--- src/hw/rtl/sbadq_pkg.sv ---
// ----------------------------------------------------------------------------
// sbadq_pkg
// shared types, constants and the log2 table of the spectrum bin quantizer
// ----------------------------------------------------------------------------
`default_nettype none

package sbadq_pkg;

  localparam int MAG_BITS     = 32;
  localparam int MAG_FRAC     = MAG_BITS - 4;
  localparam int SUM_W        = 48;
  localparam int CNT_W        = 17;
  localparam int IDX_W        = 16;
  localparam int OUT_W        = 7;
  localparam int BIN_W        = 6;
  localparam int POS_W        = 23;
  localparam int MAX_OUT_BINS = 64;
  localparam int QDEPTH       = 4;
  localparam int QPTR_W       = 2;
  localparam int L_W          = 24;
  localparam int DB_W         = 44;
  localparam int CFG_IDX_W    = 8;
  localparam int CFG_DATA_W   = 16;

  // register indexes of the configuration port
  localparam logic [CFG_IDX_W-1:0] REG_INPUT_COUNT  = 8'd0;
  localparam logic [CFG_IDX_W-1:0] REG_OUTPUT_COUNT = 8'd1;
  localparam logic [CFG_IDX_W-1:0] REG_FLOOR_DB     = 8'd2;
  localparam logic [CFG_IDX_W-1:0] REG_CEILING_DB   = 8'd3;

  // 20*log10(2) in q16
  localparam logic [19:0] DB_PER_LOG2 = 20'd394566;
  // -180 db in q32
  localparam logic signed [DB_W-1:0] DB_MIN = -44'sd773094113280;

  typedef struct packed {
    logic [SUM_W-1:0] sum;
    logic [CNT_W-1:0] cnt;
    logic [BIN_W-1:0] bin;
    logic             last;
    logic             zero;
  } job_t;

  // log2(1+k/16) in q16
  function automatic logic [16:0] log2_tab(input logic [4:0] k);
    logic [16:0] v;
    case (k)
      5'd0:  v = 17'd0;
      5'd1:  v = 17'd5732;
      5'd2:  v = 17'd11136;
      5'd3:  v = 17'd16248;
      5'd4:  v = 17'd21098;
      5'd5:  v = 17'd25711;
      5'd6:  v = 17'd30109;
      5'd7:  v = 17'd34312;
      5'd8:  v = 17'd38336;
      5'd9:  v = 17'd42196;
      5'd10: v = 17'd45904;
      5'd11: v = 17'd49472;
      5'd12: v = 17'd52911;
      5'd13: v = 17'd56229;
      5'd14: v = 17'd59434;
      5'd15: v = 17'd62534;
      5'd16: v = 17'd65536;
      default: v = 17'd0;
    endcase
    return v;
  endfunction

endpackage

`default_nettype wire

--- src/hw/rtl/sbadq_fifo.sv ---
// ----------------------------------------------------------------------------
// sbadq_fifo
// short job queue between the front and back parts
// ----------------------------------------------------------------------------
`default_nettype none

module sbadq_fifo
  import sbadq_pkg::*;
(
  input  wire logic clk,
  input  wire logic rst_n,
  input  wire logic push,
  input  wire job_t push_job,
  input  wire logic pop,
  output job_t      pop_job,
  output logic      full,
  output logic      empty
);

  job_t mem_r [QDEPTH];
  logic [QPTR_W-1:0] wr_ptr_r, rd_ptr_r;
  logic [QPTR_W:0]   count_r;

  assign full    = (count_r == (QPTR_W+1)'(QDEPTH));
  assign empty   = (count_r == '0);
  assign pop_job = mem_r[rd_ptr_r];

  always_ff @(posedge clk) begin
    if (push) begin
      mem_r[wr_ptr_r] <= push_job;
    end
  end

  always_ff @(posedge clk) begin
    if (!rst_n) begin
      wr_ptr_r <= '0;
      rd_ptr_r <= '0;
      count_r  <= '0;
    end else begin
      if (push) wr_ptr_r <= wr_ptr_r + 1'b1;
      if (pop)  rd_ptr_r <= rd_ptr_r + 1'b1;
      if (push && !pop)      count_r <= count_r + 1'b1;
      else if (!push && pop) count_r <= count_r - 1'b1;
    end
  end

endmodule

`default_nettype wire

--- src/hw/rtl/sbadq_front.sv ---
// ----------------------------------------------------------------------------
// sbadq_front
// accepts magnitudes, tracks bin boundaries and sums, queues output jobs
// ----------------------------------------------------------------------------
`default_nettype none

module sbadq_front
  import sbadq_pkg::*;
(
  input  wire logic                 clk,
  input  wire logic                 rst_n,
  input  wire logic                 restart,
  input  wire logic [IDX_W-1:0]     n_eff,
  input  wire logic [OUT_W-1:0]     m_eff,
  input  wire logic                 in_valid,
  output logic                      in_stall,
  input  wire logic [MAG_BITS-1:0]  in_magnitude,
  output logic                      push,
  output job_t                      push_job,
  input  wire logic                 q_full
);

  typedef enum logic [1:0] {
    FS_RUN = 2'b01,
    FS_PAD = 2'b10
  } fstate_t;

  fstate_t            state_r, state_nxt;
  logic               pend_r, pend_nxt;
  logic [SUM_W-1:0]   sum_r, sum_nxt;
  logic [CNT_W-1:0]   cnt_r, cnt_nxt;
  logic [IDX_W-1:0]   in_idx_r, in_idx_nxt;
  logic [OUT_W-1:0]   out_idx_r, out_idx_nxt;
  logic [POS_W-1:0]   pos_r, pos_nxt;
  logic [POS_W-1:0]   bnd_r, bnd_nxt;
  logic [BIN_W-1:0]   pad_r, pad_nxt;

  logic               pend, accept, direct, hit, straddle, lastbin;
  logic [SUM_W-1:0]   e_sum, mag_w, sum_add;
  logic [CNT_W-1:0]   e_cnt;
  logic [IDX_W-1:0]   e_in;
  logic [OUT_W-1:0]   e_out, m_last;
  logic [POS_W-1:0]   e_pos, e_bnd, pos_m, n_w;
  logic [IDX_W:0]     in_inc;

  always_comb begin
    // start of a new spectrum uses reset values of the streaming state
    pend   = pend_r || (out_idx_r >= m_eff) || (in_idx_r >= n_eff);
    n_w    = POS_W'(n_eff);
    e_sum  = pend ? '0 : sum_r;
    e_cnt  = pend ? '0 : cnt_r;
    e_in   = pend ? '0 : in_idx_r;
    e_out  = pend ? '0 : out_idx_r;
    e_pos  = pend ? '0 : pos_r;
    e_bnd  = pend ? n_w : bnd_r;
    mag_w  = SUM_W'(in_magnitude);
    sum_add = e_sum + mag_w;
    pos_m  = e_pos + POS_W'(m_eff);
    hit    = (pos_m >= e_bnd);
    straddle = (pos_m > e_bnd);
    m_last = m_eff - 7'd1;
    lastbin = (e_out == m_last);
    direct = (n_eff <= IDX_W'(m_eff));
    in_inc = {1'b0, e_in} + 1'b1;

    in_stall = !((state_r == FS_RUN) && !q_full);
    accept   = in_valid && !in_stall;

    state_nxt   = state_r;
    pend_nxt    = pend_r;
    sum_nxt     = sum_r;
    cnt_nxt     = cnt_r;
    in_idx_nxt  = in_idx_r;
    out_idx_nxt = out_idx_r;
    pos_nxt     = pos_r;
    bnd_nxt     = bnd_r;
    pad_nxt     = pad_r;
    push        = 1'b0;
    push_job    = '0;

    case (state_r)
      FS_RUN: begin
        if (accept) begin
          pend_nxt    = 1'b0;
          sum_nxt     = e_sum;
          cnt_nxt     = e_cnt;
          in_idx_nxt  = e_in;
          out_idx_nxt = e_out;
          pos_nxt     = e_pos;
          bnd_nxt     = e_bnd;
          if (direct) begin
            push          = 1'b1;
            push_job.sum  = mag_w;
            push_job.cnt  = CNT_W'(1);
            push_job.bin  = e_in[BIN_W-1:0];
            push_job.last = (e_in == IDX_W'(m_last));
            push_job.zero = 1'b0;
            if (in_inc >= (IDX_W+1)'(n_eff)) begin
              pend_nxt = 1'b1;
              if (in_inc < (IDX_W+1)'(m_eff)) begin
                state_nxt = FS_PAD;
                pad_nxt   = in_inc[BIN_W-1:0];
              end
            end else begin
              in_idx_nxt = in_inc[IDX_W-1:0];
              pos_nxt    = pos_m;
            end
          end else begin
            sum_nxt    = sum_add;
            cnt_nxt    = e_cnt + 1'b1;
            pos_nxt    = pos_m;
            in_idx_nxt = in_inc[IDX_W-1:0];
            if (hit) begin
              push          = 1'b1;
              push_job.sum  = sum_add;
              push_job.cnt  = e_cnt + 1'b1;
              push_job.bin  = e_out[BIN_W-1:0];
              push_job.last = lastbin;
              push_job.zero = 1'b0;
              if (lastbin) begin
                pend_nxt = 1'b1;
              end else begin
                sum_nxt     = straddle ? mag_w : '0;
                cnt_nxt     = straddle ? CNT_W'(1) : '0;
                out_idx_nxt = e_out + 1'b1;
                bnd_nxt     = e_bnd + n_w;
              end
            end
          end
        end
      end
      FS_PAD: begin
        // zero-code padding up to the last output bin
        if (!q_full) begin
          push          = 1'b1;
          push_job.sum  = '0;
          push_job.cnt  = CNT_W'(1);
          push_job.bin  = pad_r;
          push_job.last = ({1'b0, pad_r} == m_last);
          push_job.zero = 1'b1;
          if (push_job.last) state_nxt = FS_RUN;
          else pad_nxt = pad_r + 1'b1;
        end
      end
      default: begin
        state_nxt = FS_RUN;
      end
    endcase

    if (restart) begin
      pend_nxt  = 1'b1;
      state_nxt = FS_RUN;
    end
  end

  always_ff @(posedge clk) begin
    if (!rst_n) begin
      state_r   <= FS_RUN;
      pend_r    <= 1'b1;
      in_idx_r  <= '0;
      out_idx_r <= '0;
    end else begin
      state_r   <= state_nxt;
      pend_r    <= pend_nxt;
      in_idx_r  <= in_idx_nxt;
      out_idx_r <= out_idx_nxt;
    end
  end

  always_ff @(posedge clk) begin
    sum_r <= sum_nxt;
    cnt_r <= cnt_nxt;
    pos_r <= pos_nxt;
    bnd_r <= bnd_nxt;
    pad_r <= pad_nxt;
  end

endmodule

`default_nettype wire

--- src/hw/rtl/sbadq_back.sv ---
// ----------------------------------------------------------------------------
// sbadq_back
// mean division, log2 approximation and db quantization of one job
// ----------------------------------------------------------------------------
`default_nettype none

module sbadq_back
  import sbadq_pkg::*;
(
  input  wire logic              clk,
  input  wire logic              rst_n,
  input  wire job_t              pop_job,
  input  wire logic              q_empty,
  output logic                   pop,
  input  wire logic [8:0]        floor_db,
  input  wire logic [7:0]        ceiling_db,
  output logic                   out_valid,
  input  wire logic              out_stall,
  output logic [7:0]             out_code,
  output logic [BIN_W-1:0]       out_bin_index,
  output logic                   out_last
);

  typedef enum logic [9:0] {
    BS_IDLE  = 10'b0000000001,
    BS_DIV   = 10'b0000000010,
    BS_NORM  = 10'b0000000100,
    BS_LOGM  = 10'b0000001000,
    BS_LADD  = 10'b0000010000,
    BS_DBM   = 10'b0000100000,
    BS_QPREP = 10'b0001000000,
    BS_QSAT  = 10'b0010000000,
    BS_QDIV  = 10'b0100000000,
    BS_HOLD  = 10'b1000000000
  } bstate_t;

  bstate_t                 state_r, state_nxt;
  logic [SUM_W-1:0]        num_r, num_nxt;
  logic [CNT_W-1:0]        rem_r, rem_nxt, den_r, den_nxt;
  logic [5:0]              step_r, step_nxt, p_r, p_nxt;
  logic [16:0]             base_r, base_nxt;
  logic [24:0]             prod_r, prod_nxt;
  logic signed [L_W-1:0]   l_r, l_nxt;
  logic signed [DB_W-1:0]  dbq_r, dbq_nxt;
  logic [17:0]             t_r, t_nxt, qrem_r, qrem_nxt;
  logic [7:0]              code_r, code_nxt;
  logic [BIN_W-1:0]        bin_r, bin_nxt;
  logic                    last_r, last_nxt;

  logic [CNT_W:0]          rem_sh;
  logic                    ge;
  logic [15:0]             f16;
  logic [16:0]             tab_lo, tab_hi, diff;
  logic signed [6:0]       pl;
  logic signed [9:0]       dd;
  logic signed [DB_W-1:0]  dbc, flx, x;
  logic [51:0]             x255;
  logic [17:0]             dsat, dk;

  always_comb begin
    rem_sh = {rem_r, num_r[SUM_W-1]};
    ge     = (rem_sh >= {1'b0, den_r});
    f16    = num_r[SUM_W-2 -: 16];
    tab_lo = log2_tab({1'b0, f16[15:12]});
    tab_hi = log2_tab({1'b0, f16[15:12]} + 5'd1);
    diff   = tab_hi - tab_lo;
    pl     = $signed({1'b0, p_r}) - $signed(7'(MAG_FRAC));
    dd     = $signed({{2{ceiling_db[7]}}, ceiling_db}) - $signed({floor_db[8], floor_db});
    dbc    = (dbq_r < DB_MIN) ? DB_MIN : dbq_r;
    flx    = {{(DB_W-41){floor_db[8]}}, floor_db, 32'b0};
    x      = dbc - flx;
    x255   = {x, 8'b0} - {8'b0, x};
    dsat   = {1'b0, dd[8:0], 8'b0};
    dk     = 18'(dd[8:0]) << step_r[2:0];

    state_nxt = state_r;
    num_nxt   = num_r;
    rem_nxt   = rem_r;
    den_nxt   = den_r;
    step_nxt  = step_r;
    p_nxt     = p_r;
    base_nxt  = base_r;
    prod_nxt  = prod_r;
    l_nxt     = l_r;
    dbq_nxt   = dbq_r;
    t_nxt     = t_r;
    qrem_nxt  = qrem_r;
    code_nxt  = code_r;
    bin_nxt   = bin_r;
    last_nxt  = last_r;
    pop       = 1'b0;

    case (state_r)
      BS_IDLE: begin
        if (!q_empty) begin
          pop      = 1'b1;
          num_nxt  = pop_job.sum;
          den_nxt  = pop_job.cnt;
          rem_nxt  = '0;
          step_nxt = 6'd47;
          bin_nxt  = pop_job.bin;
          last_nxt = pop_job.last;
          code_nxt = '0;
          state_nxt = pop_job.zero ? BS_HOLD : BS_DIV;
        end
      end
      BS_DIV: begin
        // restoring division, one quotient bit a cycle
        rem_nxt = ge ? CNT_W'(rem_sh - {1'b0, den_r}) : rem_sh[CNT_W-1:0];
        num_nxt = {num_r[SUM_W-2:0], ge};
        step_nxt = step_r - 1'b1;
        if (step_r == '0) begin
          state_nxt = BS_NORM;
          p_nxt     = 6'd47;
        end
      end
      BS_NORM: begin
        // shift to the leading one
        if (num_r == '0) begin
          dbq_nxt   = DB_MIN;
          state_nxt = BS_QPREP;
        end else if (num_r[SUM_W-1]) begin
          state_nxt = BS_LOGM;
        end else begin
          num_nxt = {num_r[SUM_W-2:0], 1'b0};
          p_nxt   = p_r - 1'b1;
        end
      end
      BS_LOGM: begin
        base_nxt  = tab_lo;
        prod_nxt  = diff[12:0] * f16[11:0];
        state_nxt = BS_LADD;
      end
      BS_LADD: begin
        l_nxt = $signed({{(L_W-23){pl[6]}}, pl, 16'b0}) + $signed(L_W'(base_r))
              + $signed(L_W'(prod_r[24:12]));
        state_nxt = BS_DBM;
      end
      BS_DBM: begin
        dbq_nxt   = DB_W'(l_r * $signed({1'b0, DB_PER_LOG2}));
        state_nxt = BS_QPREP;
      end
      BS_QPREP: begin
        if (dd <= 10'sd0 || x <= 44'sd0) begin
          code_nxt  = '0;
          state_nxt = BS_HOLD;
        end else begin
          t_nxt     = x255[49:32];
          state_nxt = BS_QSAT;
        end
      end
      BS_QSAT: begin
        if (t_r >= dsat) begin
          code_nxt  = 8'd255;
          state_nxt = BS_HOLD;
        end else begin
          qrem_nxt  = t_r;
          code_nxt  = '0;
          step_nxt  = 6'd7;
          state_nxt = BS_QDIV;
        end
      end
      BS_QDIV: begin
        if (qrem_r >= dk) begin
          qrem_nxt = qrem_r - dk;
          code_nxt = code_r | (8'd1 << step_r[2:0]);
        end
        step_nxt = step_r - 1'b1;
        if (step_r == '0) state_nxt = BS_HOLD;
      end
      BS_HOLD: begin
        if (!out_stall) state_nxt = BS_IDLE;
      end
      default: begin
        state_nxt = BS_IDLE;
      end
    endcase
  end

  always_ff @(posedge clk) begin
    if (!rst_n) begin
      state_r <= BS_IDLE;
    end else begin
      state_r <= state_nxt;
    end
  end

  always_ff @(posedge clk) begin
    num_r  <= num_nxt;
    rem_r  <= rem_nxt;
    den_r  <= den_nxt;
    step_r <= step_nxt;
    p_r    <= p_nxt;
    base_r <= base_nxt;
    prod_r <= prod_nxt;
    l_r    <= l_nxt;
    dbq_r  <= dbq_nxt;
    t_r    <= t_nxt;
    qrem_r <= qrem_nxt;
    code_r <= code_nxt;
    bin_r  <= bin_nxt;
    last_r <= last_nxt;
  end

  assign out_valid     = (state_r == BS_HOLD);
  assign out_code      = code_r;
  assign out_bin_index = bin_r;
  assign out_last      = last_r;

endmodule

`default_nettype wire

--- src/hw/rtl/spectrum_bin_average_db_quantizer_top.sv ---
// processing: after the request that closes it, a bin passes the mean divider, the
//   normalize shifts, the log/db steps and the quantize steps before it is offered
// throughput: one request a cycle while the 4-entry job queue has room and no padding
//   is in progress; output bins follow one at a time from the back end
// reset: synchronous active low, registers return to 1024 / 64 / -80 db / 0 db,
//   the spectrum restarts and the queue empties
// ----------------------------------------------------------------------------
// spectrum_bin_average_db_quantizer_top
// averages linear spectrum bins into output bins and codes them in db
// ----------------------------------------------------------------------------
`default_nettype none

module spectrum_bin_average_db_quantizer_top
  import sbadq_pkg::*;
(
  input  wire logic                  clk,
  input  wire logic                  rst_n,
  // magnitude requests
  input  wire logic                  in_valid,
  output logic                       in_stall,
  input  wire logic [MAG_BITS-1:0]   in_magnitude,
  // coded output bins
  output logic                       out_valid,
  input  wire logic                  out_stall,
  output logic [7:0]                 out_code,
  output logic [BIN_W-1:0]           out_bin_index,
  output logic                       out_last,
  // register writes
  input  wire logic                  cfg_valid,
  output logic                       cfg_ready,
  input  wire logic [CFG_IDX_W-1:0]  cfg_index,
  input  wire logic [CFG_DATA_W-1:0] cfg_data
);

  logic [IDX_W-1:0] input_count_r;
  logic [OUT_W-1:0] output_count_r;
  logic [8:0]       floor_db_r;
  logic [7:0]       ceiling_db_r;
  logic             restart;
  logic [IDX_W-1:0] n_eff;
  logic [OUT_W-1:0] m_eff;

  job_t push_job, pop_job;
  logic q_push, q_pop, q_full, q_empty;

  // register writes are always taken
  assign cfg_ready = 1'b1;

  // any write to a known register restarts the spectrum
  always_comb begin
    case (cfg_index)
      REG_INPUT_COUNT, REG_OUTPUT_COUNT, REG_FLOOR_DB, REG_CEILING_DB: begin
        restart = cfg_valid;
      end
      default: begin
        restart = 1'b0;
      end
    endcase
  end

  always_ff @(posedge clk) begin
    if (!rst_n) begin
      input_count_r  <= 16'd1024;
      output_count_r <= 7'd64;
      floor_db_r     <= 9'h1b0;
      ceiling_db_r   <= 8'd0;
    end else if (cfg_valid && cfg_ready) begin
      case (cfg_index)
        REG_INPUT_COUNT:  input_count_r  <= cfg_data;
        REG_OUTPUT_COUNT: output_count_r <= cfg_data[OUT_W-1:0];
        REG_FLOOR_DB:     floor_db_r     <= cfg_data[8:0];
        REG_CEILING_DB:   ceiling_db_r   <= cfg_data[7:0];
        default: begin
        end
      endcase
    end
  end

  // zero input count counts as one, output count clipped to 1..64
  assign n_eff = (input_count_r == '0) ? IDX_W'(1) : input_count_r;
  always_comb begin
    if (output_count_r == '0) begin
      m_eff = OUT_W'(1);
    end else if (output_count_r > OUT_W'(MAX_OUT_BINS)) begin
      m_eff = OUT_W'(MAX_OUT_BINS);
    end else begin
      m_eff = output_count_r;
    end
  end

  // front: bin boundaries and linear sums
  sbadq_front u_front (
    .clk          (clk),
    .rst_n        (rst_n),
    .restart      (restart),
    .n_eff        (n_eff),
    .m_eff        (m_eff),
    .in_valid     (in_valid),
    .in_stall     (in_stall),
    .in_magnitude (in_magnitude),
    .push         (q_push),
    .push_job     (push_job),
    .q_full       (q_full)
  );

  // job queue decouples the two halves
  sbadq_fifo u_fifo (
    .clk      (clk),
    .rst_n    (rst_n),
    .push     (q_push),
    .push_job (push_job),
    .pop      (q_pop),
    .pop_job  (pop_job),
    .full     (q_full),
    .empty    (q_empty)
  );

  // back: mean, log2, db code
  sbadq_back u_back (
    .clk           (clk),
    .rst_n         (rst_n),
    .pop_job       (pop_job),
    .q_empty       (q_empty),
    .pop           (q_pop),
    .floor_db      (floor_db_r),
    .ceiling_db    (ceiling_db_r),
    .out_valid     (out_valid),
    .out_stall     (out_stall),
    .out_code      (out_code),
    .out_bin_index (out_bin_index),
    .out_last      (out_last)
  );

`ifndef NO_ASSERTIONS
  a_no_overflow: assert property (@(posedge clk) disable iff (!rst_n)
    !(q_push && q_full)) else $error("job pushed into full queue");

  a_no_underflow: assert property (@(posedge clk) disable iff (!rst_n)
    !(q_pop && q_empty)) else $error("job popped from empty queue");

  a_no_pop_while_out: assert property (@(posedge clk) disable iff (!rst_n)
    out_valid |-> !q_pop) else $error("job taken while output bin pending");
`endif

endmodule

`default_nettype wire
--- config.mk ---
export PLATFORM = sky130hd
export DESIGN_NAME = spectrum_bin_average_db_quantizer_top
export DESIGN_NICKNAME = d
export VERILOG_FILES = /design/src/hw/rtl/sbadq_pkg.sv /design/src/hw/rtl/sbadq_fifo.sv /design/src/hw/rtl/sbadq_front.sv /design/src/hw/rtl/sbadq_back.sv /design/src/hw/rtl/spectrum_bin_average_db_quantizer_top.sv
export SDC_FILE = /design/constraint.sdc
export NUM_CORES = 2
export LEC_CHECK = 0
export BUFFER_PORTS_ARGS = -buffer_cell sky130_fd_sc_hd__buf_2
export CORE_ASPECT_RATIO = 2
export CORE_MARGIN = 2
export CORE_UTILIZATION = 36
export CTS_BUF_LIST = sky130_fd_sc_hd__clkbuf_2 sky130_fd_sc_hd__clkbuf_4 sky130_fd_sc_hd__clkbuf_8
export CTS_CLUSTER_SIZE = 28
export DETAILED_ROUTE_END_ITERATION = 10
export SYNTH_ARGS = -nofsm -noshare
export SYNTH_HDL_FRONTEND = slang
export SYNTH_SLANG_ARGS = --single-unit
--- constraint.sdc ---
create_clock -name clk -period 10.45 [get_ports clk]
set_clock_uncertainty 0.15 [all_clocks]
set_input_delay 1.045 -clock clk [delete_from_list [all_inputs] [get_ports clk]]
set_output_delay 1.045 -clock clk [all_outputs]
set_load 0.005 [all_outputs]
## Yosys cells after proc, flatten, opt, wreduce, memory -nomap -nowiden

Memories as Yosys holds them, arrays and structs flattened. A register that Yosys moved wholly into a read port is not among the register bits.
Cells that the tools add are included.

| operators by class | value |
|---|---|
| $add $sub $neg | 24 |
| multiply operators | 2 |
| div/mod/pow operators | 0 |
| $lt $le $gt $ge | 14 |
| equal/unequal tests | 37 |
| shift-type cells | 2 |
| muxes and demuxes | 100 |
| bitwise gates (word level) | 4 |
| reductions and logical operators | 47 |

Operators with widths:

| operator | count |
|---|---|
| two-way mux 48 bit | 7 |
| two-way mux 73 bit | 3 |
| two-way mux 23 bit | 7 |
| case mux 73 bit (2 select lines) | 1 |
| case mux 48 bit (3 select lines) | 1 |
| two-way mux 17 bit | 6 |
| case mux 10 bit (10 select lines) | 1 |
| two-way mux 10 bit | 9 |
| two-way mux 44 bit | 2 |
| case mux 44 bit (2 select lines) | 1 |
| two-way mux 6 bit | 11 |
| two-way mux 16 bit | 4 |
| subtractor 50 x 44 -> 50 bit | 1 |
| adder 48 x 32 -> 48 bit | 1 |
| logical NOT 48 bit | 1 |
| less-or-equal comparator 44 x 1 -> 1 bit, second input constant | 1 |
| less-than comparator 44 x 41 -> 1 bit, second input constant | 1 |
| subtractor 44 x 41 -> 44 bit | 1 |
| multiplier 24 x 19 -> 43 bit, second input constant | 1 |
| two-way mux 7 bit | 6 |
| greater-or-equal comparator 18 x 17 -> 1 bit | 2 |
| two-way mux 18 bit | 2 |
| case mux 18 bit (2 select lines) | 1 |
| case mux 17 bit (2 select lines) | 1 |
| other kinds (86) | 158 |

| storage, ports and cells | value |
|---|---|
| flip-flop bits (word level) | 455 |
| bits in latches | 0 |
| memory bits (writable) | 292 |
| memory bits (read-only) | 800 |
| bits of input ports | 61 |
| output and inout port bits | 18 |
| logic and storage cells | 265 |
| memories kept | 3 |

Memories:

| memory | words | bits a word | read ports | clocked after memory_dff | write ports | RTL line | source |
|---|---|---|---|---|---|---|---|
| (no name shown) | 32 | 17 | 1 | 0 | 0 | sbadq_pkg.sv:47 | `case (k)` |
| u_fifo.mem_r | 4 | 73 | 1 | 1 | 1 | sbadq_fifo.sv:20 | `job_t mem_r [QDEPTH];` |
| (no name shown) | 16 | 16 | 1 | 1 | 0 | sbadq_pkg.sv:47 |  |

## Depth between registers and ports, before layout

| logic depth | value |
|---|---|
| depth after elaboration | 17 |
| gate-level depth with buffers | 40 |
| gate-level depth less buffers | 36 |

## Modules after synthesis

From an unflattened synthesis, not the netlist that was laid out.

| second synthesis, totals | value |
|---|---|
| cells, all modules | 5458 |
| area total of the unflattened synthesis | 56050.0 um2 |

Modules (own cells, without submodules):

| module | times used | cells an instance | area each (um2) | seq. area each (um2) |
|---|---|---|---|---|
| sbadq_back | 1 | 3009 | 28772.6 | 7757.4 |
| sbadq_front | 1 | 1834 | 14460.1 | 4033.9 |
| sbadq_fifo | 1 | 424 | 11053.1 | 8948.6 |
| spectrum_bin_average_db_quantizer_top | 1 | 191 | 1764.2 | 800.8 |

## Least setup slack after synthesis

Ideal clock, no wire load.

| timing path | value |
|---|---|
| path type | register -> register |
| from | register input_count_r[9] |
| to | memory u_fifo.mem_r[0][0] (netlist name), enable pin |
| setup time | 439 ps |
| arrival | 9149 ps |
| data required time | 9861 ps |
| setup slack | 711 ps |
| stages on the path, launching flop included | 36 |
| buffers on the path | 4 |
| clock period less this slack | 9739 ps |
| cell sequence | dfxtp_1 -> nor4_1 -> and4_1 -> a41oi_1 -> inv_1 -> ha_1 -> nor3b_1 -> o21ai_0 -> a211oi_1 -> o21a_1 -> buf_2 -> clkbuf_1 -> clkbuf_1 -> clkbuf_1 -> and2_1 -> ha_1 -> inv_1 -> fa_1 -> nor2b_1 -> o21a_1 -> o21ai_1 -> a211oi_1 -> nand3_1 -> nor3_2 -> nand3_1 -> or3_1 -> a21oi_1 -> ha_1 -> and4_1 -> nand2_1 -> or4_1 -> o21bai_1 -> nand2_1 -> o21ai_1 -> nand2_1 -> and2_1 |

| on the way | value |
|---|---|
| longest elaborated chain between the ends | 13 |
| elaborated cells on any way between the ends | 15 |
| those cells by class | add/sub: 1; order compare: 3; mux: 9; reduce/logical: 2 |

RTL lines:

| what | RTL line | source |
|---|---|---|
| start, declared | spectrum_bin_average_db_quantizer_top.sv:35 | `logic [IDX_W-1:0] input_count_r;` |
| start signal, assigned | spectrum_bin_average_db_quantizer_top.sv:69 | `REG_INPUT_COUNT: input_count_r <= cfg_data;` |
| logical NOT 16 bit | spectrum_bin_average_db_quantizer_top.sv:80 | `assign n_eff = (input_count_r == '0) ? IDX_W'(1) : input_count_r;` |
| two-way mux 16 bit (*) | spectrum_bin_average_db_quantizer_top.sv:80 |  |
| greater-or-equal comparator 16 bit | sbadq_front.sv:48 | `pend = pend_r \|\| (out_idx_r >= m_eff) \|\| (in_idx_r >= n_eff);` |
| logical OR 1 bit | sbadq_front.sv:48 |  |
| two-way mux 23 bit | sbadq_front.sv:54 | `e_pos = pend ? '0 : pos_r;` |
| adder 23 x 7 -> 23 bit | sbadq_front.sv:58 | `pos_m = e_pos + POS_W'(m_eff);` |
| greater-or-equal comparator 23 bit | sbadq_front.sv:59 | `hit = (pos_m >= e_bnd);` |
| two-way mux 1 bit | sbadq_front.sv:113 | `if (hit) begin` |
| two-way mux 1 bit (*) | sbadq_front.sv:91 | `if (direct) begin` |
| two-way mux 1 bit (*) | sbadq_front.sv:83 | `if (accept) begin` |
| case mux 1 bit (2 select lines) (*) | sbadq_front.sv:81 | `case (state_r)` |
| via q_push | spectrum_bin_average_db_quantizer_top.sv:44 | `logic q_push, q_pop, q_full, q_empty;` |
| two-way mux 1 bit (*) | sbadq_fifo.sv:29 | `if (push) begin` |
| two-way mux 1 bit (implied by the code) (*) | sbadq_fifo.sv:30 | `mem_r[wr_ptr_r] <= push_job;` |
| end, declared | sbadq_fifo.sv:20 |  |

Mark *: on every way through the listed nets, which the timed path passes. The rest lies on a longest branch.

## Worst setup path after layout

| timing path | value |
|---|---|
| from | register u_back.num_r[44] |
| to | register u_back.prod_r[24], data pin |

| on the way | value |
|---|---|
| longest elaborated chain between the ends | 4 |

RTL lines:

| what | RTL line | source |
|---|---|---|
| start, declared | sbadq_back.sv:38 | `logic [SUM_W-1:0] num_r, num_nxt;` |
| start signal, assigned | sbadq_back.sv:189 | `num_r <= num_nxt;` |
| adder 4 x 1 -> 5 bit | sbadq_back.sv:65 | `tab_hi = log2_tab({1'b0, f16[15:12]} + 5'd1);` |
| memory (32 x 17 bit) | - |  |
| subtractor 13 bit | sbadq_back.sv:66 | `diff = tab_hi - tab_lo;` |
| multiplier 13 x 12 -> 25 bit | sbadq_back.sv:131 | `prod_nxt = diff[12:0] * f16[11:0];` |
| end signal, assigned | sbadq_back.sv:195 | `prod_r <= prod_nxt;` |
| end, declared | sbadq_back.sv:42 | `logic [24:0] prod_r, prod_nxt;` |

No other way between the ends.
A chain may end at the register's enable or synchronous reset.

==> impl_results.md <==
* Total grt overflow at 0
* Average footprint of a synthesized cell at 10.25 µm²
* Mapped Nets at 6268
* Buffer cell driving the clock tree root: sky130_fd_sc_hd__clkbuf_8
* Number of antenna violations at the first check in global routing at 2
* Overall routing resource usage at 19.15%
* Floorplan die height at 560.5 µm
* First drt pass iteration count at 5
* Post-synthesis cell count at 5440
* Total number of yosys warnings at 0
* Die Span X at 282.2 µm
* Filler cell count in the final layout at 15246
* Area of the die at 158200 µm²
* Wire length of the first global-routing pass at 236400 µm
* Run status: completed
* Buffers added on ports at 77
* Setup Fix Bufs, Post-CTS at 0
* CP max stage cell: sky130_fd_sc_hd__xnor2_1
* Fraction of registers with async set/reset at 0%
* Cts bufs inserted at 104
* Slew at the pin closest to its max-slew limit at 1096 ps
* CTS clock-pin slew for the worst setup and hold paths at 70 ps
* Hold buffer count at CTS at 0
* Worst Setup End Kind: flop
* Share of cells above drive strength 1 at 8.949%
* Number of vias after detailed routing at 40853
* Register area share after synthesis at 38.65%
* Register bit total from synthesis at 751
* First-iteration detailed-routing DRC count at 2143
* Arrival time of data at the critical path endpoint at 9940 ps
* Residual DRC at 0
* Detail-routed via count per cell at 5.356
* Global-route met1 utilization at 19.04%
* Met3 Usage GRT at 1.867%
* Level count of the clock H-tree at 3
* Initial Utilization at 36.15%
* RePlAce Congestion at 0.9304
* Post-Syn Area at 55730 µm²
* Met2 usage at 37.38%
* Final hold viol count at 0
* Most common cell type on the critical path: sky130_fd_sc_hd__a21oi_1
* Number of max-capacitance violations reported at 0
* Count of pins over their slew limit at 0
* Final cycle utilization of the critical path at 91.94%
* Distinct cell type count after synthesis at 102
* Maximum number of pins on one net before global-route repair at 76
* Antenna-violating nets left at 0
* CP required at 10780 ps
* Highest cell delay on the worst timing path at 510 ps
* Min Tclk post-route at 9608 ps
* Dpl hpwl at 117500 µm
* Placeable core region at 154200 µm²
* Latest clock arrival within the worst-skew pair at 750 ps
* Buffer levels on the longest clock path at 3
* Ports placed on the boundary at 79
* Clock tree from TritonCTS: built
* Average detailed-routed wire length per instance at 19.89 µm
* Sink Count at 751
* Layout net count at 6309
* Area Overhead vs Synth at 9.101%
* # rows at 204
* Maximum clock rate at 0.1041 GHz
* Layer with the highest usage: met2
* Unrepaired setup endpoints after global routing: no
* Number of global-route vias before repair at 42994
* Setup Viol. Count Final at 0
* Highest fanout seen on the critical path at 13
* Wirelength, routed at 151800 µm
* Sum of negative setup slack at 0 ps
* Number of enable-type register cells in the synthesized netlist at 650
* Resize count post-CTS at 0
* Worst relative slew slack at 26.95%
* Type of the tightest min-delay check: flop to flop
* Kind of start point of the critical path: flop
* Leading register cell type out of synthesis: sky130_fd_sc_hd__edfxtp_1
* Type of the worst setup path: flop to flop
==> cell type report <==
cell class                 count  area [µm²]  share of cell area, %
timing repair buffer         158        1056                  1.737
clock buffer                 135        1677                  2.757
clock inverter                55       508.0                 0.8354
antenna                        3       7.507                0.01235
tap                         2060        2577                  4.239
inverter                     552        2074                  3.412
multi-input combinational   3914       31360                  51.57
sequential                   751       21550                  35.44
==> worst paths after layout <==
kind	from	end	slack, ps	cells past startpoint
max	u_back.num_r[44]$_DFFE_PP_	u_back.prod_r[24]$_DFFE_PP_	840	36
min	u_back.tab_lo[15]$_SDFF_PP1_	u_back.base_r[15]$_DFFE_PP_	250	0
max reg2reg	u_back.num_r[44]$_DFFE_PP_	u_back.prod_r[24]$_DFFE_PP_	840	36
min reg2reg	u_back.tab_lo[15]$_SDFF_PP1_	u_back.base_r[15]$_DFFE_PP_	250	0
==> flip-flops by register name, indices dropped and copies added, names as in the netlist, 7 cells and up, named ones only <==
| name | flops |
|---|---|
| ceiling_db_r | 8 |
| u_back.tab_lo | 16 |
| u_back.rem_r | 17 |
| input_count_r | 16 |
| u_front.pos_r | 23 |
| u_back.num_r | 48 |
| u_fifo.mem_r | 292 |
| output_count_r | 7 |
| u_back.l_r | 24 |
| u_back.qrem_r | 18 |
| u_front.in_idx_r | 16 |
| u_back.den_r | 17 |
| floor_db_r | 9 |
| u_front.out_idx_r | 7 |
| u_front.sum_r | 48 |
| u_back.t_r | 18 |
| u_front.bnd_r | 23 |
| u_back.base_r | 16 |
| u_back.state_r | 10 |
| u_front.cnt_r | 17 |
| u_back.out_code | 8 |
| u_back.prod_r | 13 |
| u_back.dbq_r | 43 |
==> cells in the final DEF, fill, tap and decap left out, drive strengths merged, types with 30 or more instances in the layout <==
cell type    n
nand4       48
nor2       432
o21ai      237
inv        551
nor2b       58
fa         224
clkinv      44
nand3      126
clkbuf     135
nor4        45
o31ai       30
a22o        52
and2       107
xnor2      183
mux2i       71
a211oi      43
and3        42
a31oi       30
nand2b      78
a21o        82
dfxtp      101
ha         543
nor3        94
edfxtp     650
o21a        53
mux4        74
buf        158
nand2      476
a21oi      303
xor2       112
==> cell usage after synthesis (112+ instances only) <==
| library cell | count | area, µm² |
|---|---|---|
| sky130_fd_sc_hd__a21oi_1 | 302 | 1511 |
| sky130_fd_sc_hd__nand2_1 | 476 | 1787 |
| sky130_fd_sc_hd__xor2_1 | 112 | 980.9 |
| sky130_fd_sc_hd__edfxtp_1 | 650 | 19520 |
| sky130_fd_sc_hd__nand3_1 | 126 | 630.6 |
| sky130_fd_sc_hd__clkbuf_1 | 177 | 664.4 |
| sky130_fd_sc_hd__fa_1 | 224 | 4484 |
| sky130_fd_sc_hd__o21ai_0 | 225 | 1126 |
| sky130_fd_sc_hd__inv_1 | 543 | 2038 |
| sky130_fd_sc_hd__ha_1 | 543 | 6794 |
| sky130_fd_sc_hd__xnor2_1 | 181 | 1585 |
| sky130_fd_sc_hd__nor2_1 | 431 | 1618 |
==> per-layer routing <==
layer	wire length, µm	vias to the layer above
li1	-	19453
met1	53190	20032
met2	84090	956
met3	4345	412
met4	10130	0
met5	0	-
==> cell families (layout without fill, tap and decap cells) <==
group | count (synthesis) | count (layout) | share of synthesized area, %
AOI/OAI and AO/OA | 1063 | 1063 | 12.48
buffers and inverters | 775 | 900 | 5.316
and+or+nand+nor | 1625 | 1625 | 14.02
DFF | 751 | 751 | 38.65
adders and majority gates | 767 | 767 | 20.24
xor gates and xnor gates | 295 | 295 | 4.663
other | 1 | 4 | 0.006728
muxes | 163 | 163 | 4.629
==> critical path, delay by kind of cell (launching register included) <==
kind / cells / cell delay [ps]
compound gates: 16 / 3300
fa+ha+maj: 8 / 3280
xor+xnor: 3 / 1080
buf+inv: 6 / 630
simple gates: 3 / 550
flops: 1 / 360
==> metrics by stage <==
| step | util (%) | cell area (µm²) | setup slack, ps | hold WS [ps] | std cells |
|---|---|---|---|---|---|
| finish | 39.44 | 60810 | 842.0 | 253.8 | 7628 |
| global route | 39.44 | 60800 | 97.22 | 261.9 | 7626 |
| CTS | 39.44 | 60800 | 849.6 | 256.7 | 7625 |
| detailed placement | 38.02 | 58620 | 948.7 | 239.6 | 7435 |
| global placement | 38.02 | 58620 | 1076 | 239.8 | 7435 |
| floorplan | - | 55730 | 711.5 | 235.5 | 5440 |
Power is not shown: default switching activity piles up to over one toggle a cycle in this logic, so the estimate is an artifact.
